`src/hdl/pgpf_pkg.sv`:
```
// ============================================================================
// Glyph pixel fetch package
// Shared types, codes and default sizes for the proportional glyph pixel
// fetch block and its submodules.
// ============================================================================
package pgpf_pkg;

    // Default sizes handed to the top level parameters.
    localparam int CHAR_CODES_DEF        = 256;
    localparam int BITMAP_BYTES_DEF      = 16384;
    localparam int MAX_GLYPH_WIDTH_DEF   = 64;
    localparam int BITMAP_ROW_PIXELS_DEF = 2048;

    // Row length register.
    localparam int              ROW_BYTES_W     = 9;
    localparam logic [8:0]      ROW_BYTES_MAX   = 9'd256;
    localparam logic [8:0]      ROW_BYTES_RESET = 9'd256;

    // Shift register width of the multiply-and-reduce sequence; it holds
    // the widest operand, a bitmap byte address.
    localparam int HV_W   = 14;
    localparam int HCNT_W = 4;

    typedef enum logic [1:0] {
        MODE_DESC_WR  = 2'd0,
        MODE_BYTE_WR  = 2'd1,
        MODE_PIXEL_QRY = 2'd2,
        MODE_LINE_QRY = 2'd3
    } mode_t;

    typedef struct packed {
        mode_t              mode;
        logic [7:0]         char_code;
        logic [7:0]         x_position;
        logic [7:0]         row;
        logic [10:0]        glyph_xpos;
        logic [6:0]         glyph_width;
        logic signed [7:0]  glyph_offset;
        logic [7:0]         glyph_advance;
        logic [13:0]        byte_address;
        logic [7:0]         byte_value;
    } in_t;

    typedef struct packed {
        logic               pixel;
        logic [5:0]         pixel_index;
        logic               last_pixel;
        logic [6:0]         char_width;
        logic signed [7:0]  char_offset;
        logic [7:0]         char_advance;
    } out_t;

    typedef struct packed {
        logic [10:0]        xpos;
        logic [6:0]         width;
        logic signed [7:0]  offset;
        logic [7:0]         advance;
    } desc_t;

    typedef enum logic [3:0] {
        ST_IDLE,
        ST_HORNER_DBL,
        ST_HORNER_ADD,
        ST_WR_DESC,
        ST_WR_BYTE,
        ST_COL_FOLD,
        ST_COL_ADD,
        ST_FETCH,
        ST_DATA,
        ST_EMIT_ZERO
    } state_t;

endpackage

```
`src/hdl/pgpf_alu.sv`:
```
// ============================================================================
// Modular adder
// Shared arithmetic unit: adds two residues and folds the sum back below
// the modulus with one compare and subtract.
// ============================================================================
module pgpf_alu #(
    parameter int ACC_W = $clog2(pgpf_pkg::BITMAP_BYTES_DEF) + 1
) (
    input  logic [ACC_W-1:0] a,
    input  logic [ACC_W-1:0] b,
    input  logic [ACC_W-1:0] m,
    output logic [ACC_W-1:0] y
);
    import pgpf_pkg::*;

    logic [ACC_W:0] sum;
    logic [ACC_W:0] diff;

    // Operands are chosen so that the sum stays below twice the modulus.
    assign sum  = {1'b0, a} + {1'b0, b};
    assign diff = sum - {1'b0, m};
    assign y    = (sum >= {1'b0, m}) ? diff[ACC_W-1:0] : sum[ACC_W-1:0];

endmodule

```
`config.mk`:
```
export PLATFORM = sky130hd
export DESIGN_NAME = pgpf_alu
export DESIGN_NICKNAME = d
export VERILOG_FILES = /design/src/hdl/pgpf_pkg.sv /design/src/hdl/pgpf_alu.sv
export SDC_FILE = /design/constraint.sdc
export NUM_CORES = 1
export LEC_CHECK = 0
export BUFFER_PORTS_ARGS = -buffer_cell sky130_fd_sc_hd__buf_4
export CAP_MARGIN = 10
export CORE_MARGIN = 5
export CORE_UTILIZATION = 50
export DETAILED_ROUTE_END_ITERATION = 6
export MAX_ROUTING_LAYER = met4
export PLACE_DENSITY = 0.78
export SETUP_SLACK_MARGIN = 0.5
export SLEW_MARGIN = 20
export SYNTH_ARGS = -nofsm -noshare
export SYNTH_HDL_FRONTEND = slang
export SYNTH_SLANG_ARGS = --single-unit
```
`constraint.sdc`:
```
create_clock -name vclk -period 7.21
set_input_delay 1.0815 -clock vclk [all_inputs]
set_output_delay 1.0815 -clock vclk [all_outputs]
set_load 0.03 [all_outputs]
```
# [Yosys cells after proc, flatten, opt, wreduce, memory -nomap -nowiden]
# Index checks and enable logic that the tools add are counted.
[word_totals] regBits=0 in_bits=45 output_inout_bits=15 word_cells=4
[op_classes] addsub=2 n_lt_le_gt_ge=1 muxes=1
[op_table] cell="$add A15 B15 Y16" count=1
[op_table] cell="$ge A16 B15 Y1" count=1
[op_table] cell="$mux W15" count=1
[op_table] cell="$sub A15 B15 Y15" count=1

# [Logic depth before layout (Yosys ltp)]
# Gate-level depths: netlist (run 1).
[logic_depth] word_depth=3 mapped_depth=15 depth_no_buf=14

# [Worst setup path before layout (run 1)]
# Ideal clock, no wire load.
[synth_timing] path_type="input -> output" from="in a[0]" to="out y[0]" arrival_ns=4.726 t_required_ns=6.128 setup_slack_ns=1.403 cell_stages=14 n_path_buf=1 path_cell_list="ha_1 fa_1 a21o_1 a221oi_1 o21ai_0 xnor2_1 ha_1 nand4_1 nor2_1 a211oi_4 nand3_2 a32oi_4 buf_12 mux2i_1"
[synth_between] elab_chain_cells=3 word_cells_on_any_way=4 classes_between="add/sub (2); order compare (1); mux (1)"
[synth_rtl] element="from (decl)" line_no="pgpf_alu.sv:9" rtl="input logic [ACC_W-1:0] a,"
[synth_rtl] element="$add A15 B15 Y16 *" line_no="pgpf_alu.sv:20" rtl="assign sum = {1'b0, a} + {1'b0, b};"
[synth_rtl] element="$sub A15 B15 Y15 / $ge A16 B15 Y1 (equally long branches)" line_no="pgpf_alu.sv:21, pgpf_alu.sv:22"
[synth_rtl] element="$mux W15 *" line_no="pgpf_alu.sv:22" rtl="assign y = (sum >= {1'b0, m}) ? diff[ACC_W-1:0] : sum[ACC_W-1:0];"
[synth_rtl] element="to (decl)" line_no="pgpf_alu.sv:12" rtl="output logic [ACC_W-1:0] y"
# Mark *: on every way between the ends. The rest lies on a longest branch, timed or not.

# [Worst setup path after layout (run 1)]
[layout_timing] from="in a[0]" to="out y[11]"
# Same word-level chain as after synthesis.

==> metrics.md, run 1 <==
| Metric | Value |
|---|---|
| Residual DRC | 0 |
| Placed insts | approximately 330 |
| Layout cells sized above 1 | 30.31% |
| Peak fanout along the critical path | 5 |
| Setup TNS | 0 ns |
| Remaining Overflow, GRT | 0 |
| Final Worst Setup Slack | between 1 and 1.5 ns |
| Initial antenna violation count | 0 |
| Syn-to-layout area delta | 29.07% |
| Max_cap viols | 0 |
| Post-synthesis mux area share | 10.98% |
| First-pass GRT wire length | just under 8 mm |
| Critical path depth | 16 |
| Die footprint | approximately 0.0048 mm2 |
| Routed WL | approximately 4.5 mm |
| Initial drt markers | slightly above 90 |
| Pwr Density | between 200 and 250 mW/mm2 |
| Req. time, crit path | approximately 6.1 ns |
| Final Hold Viols | 0 |
| Area taken by multi-input logic gates | between 0.0015 and 0.002 mm2 |
| Hold crit path type | input port to output pin |
| Dpl cell area | 0.002222 mm2 |
| FP Rows | 21 |
| Clock power share | 0% |
| Sw Share | a little over half |
| Pin count of the biggest net entering global routing | 16 |
| Synth Cell Area | roughly 0.0017 mm2 |
| Family with the most delay on the worst path | compound AO/OA/AOI/OAI gates |
| Seq/Total Area, Yosys | 0% |
| Critical Path AT | 5.05 ns |
| Mean post-synth cell area | about 7.6 um2 |
| Kind of end point of the critical path | output pin |
| Vias in the first global route | around 1.7k |
| Post-synth cell types | 54 |
| Switch Pwr | roughly 0.3 mW |
| Hold path depth | 4 |
| Synth Area in Simple Gates | 14.93% |
| GP Congestion | roughly 0.97 |
| Port buffer count | 60 |
| Chip Width | around 69 um |
| Sequential Area | 0 um2 |
| Post-CTS Setup Bufs | 0 |
| Internal power | about 0.25 mW |
| GRT Total Usage | between 10% and 20% |
| CTS resizes | 0 |
| XOR/XNOR Fraction of Synth Area | a little over a tenth |
| Min cycle time layout | just over 6 ns |
| Crit-path slowest cell | a221oi_1 |
| Lkg Pwr | 1.129 nW |
| Most Frequent Cell on Critical Path | buf_4 |
| Layout filler cell count | approximately 310 |
| Fin nets | between 300 and 400 |
| DR WL/cell | 13.48 um |
| Status | finished clean |
| Fin. max-slew vios | 0 |
| Worst-Margin Slew | 0.6866 ns |
| Buf/Inv on CP | 4 |
| CP peak stage delay | ~0.54 ns |
| Via Count | 1860 |
| Via density | 5.586 |
| DP HPWL | around 4 mm |
| Total power | 0.5574 mW |
| Setup repair after global routing missed its margin | false |
| Synth Area in Adders | between 20% and 30% |
| Non-filler instance count after layout | approximately 330 |
| Yosys warns | 0 |
| Post-synthesis compound-gate area fraction | between 30% and 40% |
| Layout clock buffers | 0 |
| Setup crit start kind | input port |
| Fin util | about two thirds |
| Post-route cell area | between 0.002 and 0.0025 mm2 |
| Cells after synthesis | about 230 |
| Sequential Power Share | 0% |
| Starting density of the core | about 52% |
| Largest family of logic cells by synthesized area | compound AO/OA/AOI/OAI gates |
| Top Ports | 60 |
| Crit path kind | input port to output pin |
| Antenna cell count | 0 |
| FF+latch count | 0 |
| Hold_buf cts | 0 |
| Fmax | between 150 and 200 MHz |
| Core ar. | approximately 0.0034 mm2 |
| Die H | slightly below 70 um |
| Endpoints failing setup | 0 |
| ANT nets after route | 0 |
| Drt first pass iters | 4 |
| Hold slack | roughly 2.6 ns |
| Crit-path cells | buf_4 -> ha_1 -> fa_1 -> a21o_1 -> a221oi_1 -> o21ai_0 -> a31oi_1 -> xor2_1 -> inv_1 -> ha_1 -> nor3_1 -> nand2_1 -> a32oi_4 -> buf_4 -> mux2_4 -> buf_4 |
| Net Count, Synth | around 310 |
| Period utilisation layout | between 80% and 90% |
| Gate power share | 100.0% |
| Worst slack at placement | 0.7983 ns |
| Worst IR drop on VDD | 0.0001265 V |
| CP endpoint | y[11] |
| Slew Limit Headroom | a little over half |
| Critical Path Source | a[0] |
[cell usage after synthesis (all sizes together)]
cell type / number / area, um2
ha: 30 / 375.4
a21oi: 24 / 123.9
inv: 23 / 86.33
o21ai: 18 / 90.08
nand2: 15 / 56.30
xnor2: 13 / 113.9
mux2: 12 / 161.4
nor2: 11 / 41.29
a21o: 9 / 68.82
xor2: 8 / 70.07
a31oi: 6 / 43.79
nand3: 6 / 35.03
a211oi: 5 / 55.05
mux2i: 3 / 30.03
nand2b: 3 / 18.77
nor3: 3 / 15.01
o21bai: 3 / 30.03
a21boi: 2 / 15.01
and3: 2 / 13.77
buf: 2 / 25.02
fa: 2 / 40.04
nand3b: 2 / 15.01
nand4: 2 / 12.51
nor2b: 2 / 12.51
o211ai: 2 / 15.01
o21a: 2 / 15.01
o22ai: 2 / 12.51
a21bo: 1 / 10.01
a221oi: 1 / 8.760
a31o: 1 / 8.760
a32oi: 1 / 27.53
a41oi: 1 / 8.760
and4: 1 / 10.01
clkbuf: 1 / 3.750
nor3b: 1 / 7.510
nor4: 1 / 6.260
nor4b: 1 / 8.760
o211a: 1 / 10.01
o311ai: 1 / 8.760
o31a: 1 / 8.760
o31ai: 1 / 7.510
o41ai: 1 / 8.760
or4: 1 / 7.510
[metal layers]
metal,vias to the layer above,global-route usage (%),wire [um]
met4,0,0,0
li1,968,-,-
met1,835,27.34,2141
met2,57,29.56,2089
met5,-,-,0
met3,0,1.163,257
[cells in the final DEF (no fill, tap or decap), types with 2 or more instances in the layout]
| cell | Yosys | final |
|---|---|---|
| a21o_1 | 8 | 8 |
| o22ai_1 | 2 | 2 |
| a211oi_1 | 3 | 3 |
| nand3_1 | 5 | 5 |
| mux2i_1 | 3 | 3 |
| o21a_1 | 2 | 2 |
| xor2_1 | 8 | 8 |
| buf_4 | 0 | 61 |
| a21oi_1 | 23 | 23 |
| nor2_1 | 11 | 11 |
| o21ai_0 | 17 | 17 |
| inv_1 | 23 | 23 |
| nand3b_1 | 2 | 2 |
| nand2_1 | 15 | 15 |
| nand2b_1 | 3 | 3 |
| mux2_2 | 5 | 5 |
| ha_1 | 30 | 30 |
| fa_1 | 2 | 2 |
| a21boi_0 | 2 | 2 |
| nand4_1 | 2 | 2 |
| nor3_1 | 3 | 3 |
| mux2_4 | 7 | 7 |
| xnor2_1 | 13 | 13 |
| o21bai_2 | 2 | 2 |
| o211ai_1 | 2 | 2 |
| a31oi_1 | 5 | 5 |
| nor2b_1 | 2 | 2 |
[area by class of cell]
cell class | count | area share [%]
inverters | 23 | 3.838
well taps | 46 | 2.558
repair buffers | 62 | 21.25
multi-input cells | 202 | 72.36
[worst min-delay path by stage]
stage               from    to  slack (ns)
floorplan           m[0]  y[0]        2.49
global placement    m[0]  y[0]        2.61
detailed placement  m[0]  y[0]        2.62
CTS                 m[0]  y[0]        2.63
global route        m[0]  y[0]        2.66
finish              m[0]  y[0]        2.64
[logic make-up after synthesis]
family          Yosys count
buf+inv                  26
compound gates           83
simple gates             51
xor+xnor                 21
mux                      15
fa+ha+maj                32
[power groups by stage]
stage	Sequential [mW]	Combinational, mW	Clock [mW]
3_5_place_dp	0	0.541	0
6_report	0	0.557	0
3_3_place_gp	0	0.538	0
4_1_cts	0	0.544	0
5_1_grt	0	0.604	0
2_1_floorplan	0	0.406	0
Note: power is estimated with default switching activity, not from simulation.
==> inputs of run 2 (changes only) <==
- CORE_UTILIZATION: 50 -> 58
- PLACE_DENSITY: 0.78 -> 0.89
==> run 2 against run 1 <==
  * Core utilization grew 11 points
  * Die area shrank 12%
  * Critical path type unchanged
  * Combinational power shrank 3%
  * Global-route usage up 2.9 points
  * Hold slack worse by 0.028 ns
  * Largest power group unchanged
  * Highest routed layer is now met4
  * Largest cell class unchanged
  * First-iteration DRC count grew 70%
==> metrics.md, run 2 (same netlist as run 1, synthesis figures left out) <==
| Metric | Value |
|---|---|
| Status | finished clean |
| Post-CTS Setup Bufs | 0 |
| Worst-Margin Slew | between 0.7 and 0.8 ns |
| Crit-path cells | buf_4 -> ha_1 -> fa_1 -> a21o_1 -> a221oi_1 -> o21ai_0 -> xnor2_1 -> ha_1 -> nand4_1 -> nor2_1 -> a211oi_4 -> nand3_2 -> a32oi_4 -> mux2_2 -> buf_4 |
| GRT Total Usage | 21.45% |
| Switch Pwr | about 0.3 mW |
| Pin count of the biggest net entering global routing | 16 |
| Pwr Density | about 250 mW/mm2 |
| Internal power | between 0.2 and 0.25 mW |
| Req. time, crit path | about 6.1 ns |
| Max_cap viols | 0 |
| Layout clock buffers | 0 |
| First-pass GRT wire length | roughly 7.5 mm |
| Remaining Overflow, GRT | 0 |
| Drt first pass iters | 4 |
| Fin. max-slew vios | 0 |
| Residual DRC | 0 |
| Antenna cell count | 0 |
| Setup crit start kind | input port |
| Hold crit path type | input port to output pin |
| Routed WL | between 4 and 5 mm |
| Most common cell after layout, fill and taps aside | buf_4 |
| Chip Width | ~65 um |
| Hold_sp | m[0] |
| Family with the most delay on the worst path | compound AO/OA/AOI/OAI gates |
| Placed insts | between 300 and 400 |
| Worst IR drop on VDD | around 0.00013 V |
| Vias in the first global route | 1773 |
| Top Ports | 60 |
| Commonest cells after routing, fill and taps aside | buf_4 (60), ha_1 (30), inv_1 (23), a21oi_1 (23), o21ai_0 (17) |
| DR WL/cell | 14.03 um |
| Via density | 6.063 |
| Initial drt markers | approximately 160 |
| Hold endpoint | y[0] |
| Endpoints failing setup | 0 |
| Layout filler cell count | 228 |
| Buf/Inv on CP | 2 |
| Gate power share | 100.0% |
| Sequential Power Share | 0% |
| Kind of end point of the critical path | output pin |
| Hold path depth | 4 |
| CTS resizes | 0 |
| CP peak stage delay | around 0.63 ns |
| Initial antenna violation count | 0 |
| Syn-to-layout area delta | 26.42% |
| Layout cells sized above 1 | 29.82% |
| Hold_buf cts | 0 |
| Clock power share | 0% |
| Port buffer count | 60 |
| FF+latch count | 0 |
| GP Congestion | around 0.95 |
| Die footprint | 0.004202 mm2 |
| Core ar. | about 0.0028 mm2 |
| Fmax | around 150 MHz |
| Critical Path AT | between 5 and 6 ns |
| Non-filler instance count after layout | roughly 320 |
| ANT nets after route | 0 |
| Final Hold Viols | 0 |
| Crit path kind | input port to output pin |
| DP HPWL | between 3 and 4 mm |
| Min cycle time layout | about 6.5 ns |
| Period utilisation layout | 90.11% |
| FP Rows | 19 |
| Area taken by multi-input logic gates | ~0.0016 mm2 |
| Peak fanout along the critical path | 15 |
| Lkg Pwr | about 1.1 nW |
| Fin nets | 364 |
| Sw Share | 55.49% |
| Setup TNS | 0 ns |
| Crit-path slowest cell | a32oi_4 |
| Setup repair after global routing missed its margin | false |
| Slew Limit Headroom | about half |
| Starting density of the core | a little over 60% |
| Sequential Area | 0 um2 |
| Via Count | 1916 |
| Die H | between 60 and 70 um |
## run 2: final cells by class
cell class                      count  area share, %
Tap cell                           31          1.760
Inverter                           23          3.918
Multi-Input combinational cell    202          73.88
Timing Repair Buffer               60          20.44
## run 2: layer usage
layer | vias up | track usage, % | share of wire (%)
met2 | 74 | 37.80 | 49
li1 | 964 | - | -
met5 | - | - | 0
met1 | 875 | 29.06 | 45
met3 | 3 | 0.3454 | 5.9
met4 | 0 | 0.5277 | 0.45
## run 2: power by group through the flow
| stage | Sequential [mW] | Clock [mW] | Combinational (mW) |
|---|---|---|---|
| final | 0 | 0 | 0.543 |
| after detailed placement | 0 | 0 | 0.538 |
| after CTS | 0 | 0 | 0.540 |
| after global placement | 0 | 0 | 0.533 |
| after floorplan | 0 | 0 | 0.406 |
| after global routing | 0 | 0 | 0.583 |
## run 2: metrics by stage
stage                     setup WS (ns)  instance area [um2]  utilization, %  hold slack (ns)  total power [mW]
after global placement           0.7862                 2203           77.89            2.601            0.5327
after detailed placement         0.7469                 2203           77.89            2.603            0.5384
after global routing             0.5089                 2203           77.89            2.650            0.5828
after floorplan                   1.403                 1743               -            2.489            0.4064
after CTS                        0.7298                 2203           77.89            2.608            0.5402
final                            0.7130                 2203           77.89            2.608            0.5432
## run 2: worst max-delay path by stage
| stage | start | end | slack (ns) | depth (start not counted) |
|---|---|---|---|---|
| 4_1_cts | a[0] | y[5] | 0.73 | 15 |
| 2_1_floorplan | a[0] | y[0] | 1.40 | 14 |
| 3_3_place_gp | a[0] | y[5] | 0.79 | 15 |
| 5_1_grt | a[0] | y[5] | 0.51 | 15 |
| 3_5_place_dp | a[0] | y[5] | 0.75 | 15 |
| 6_report | a[0] | y[5] | 0.71 | 15 |
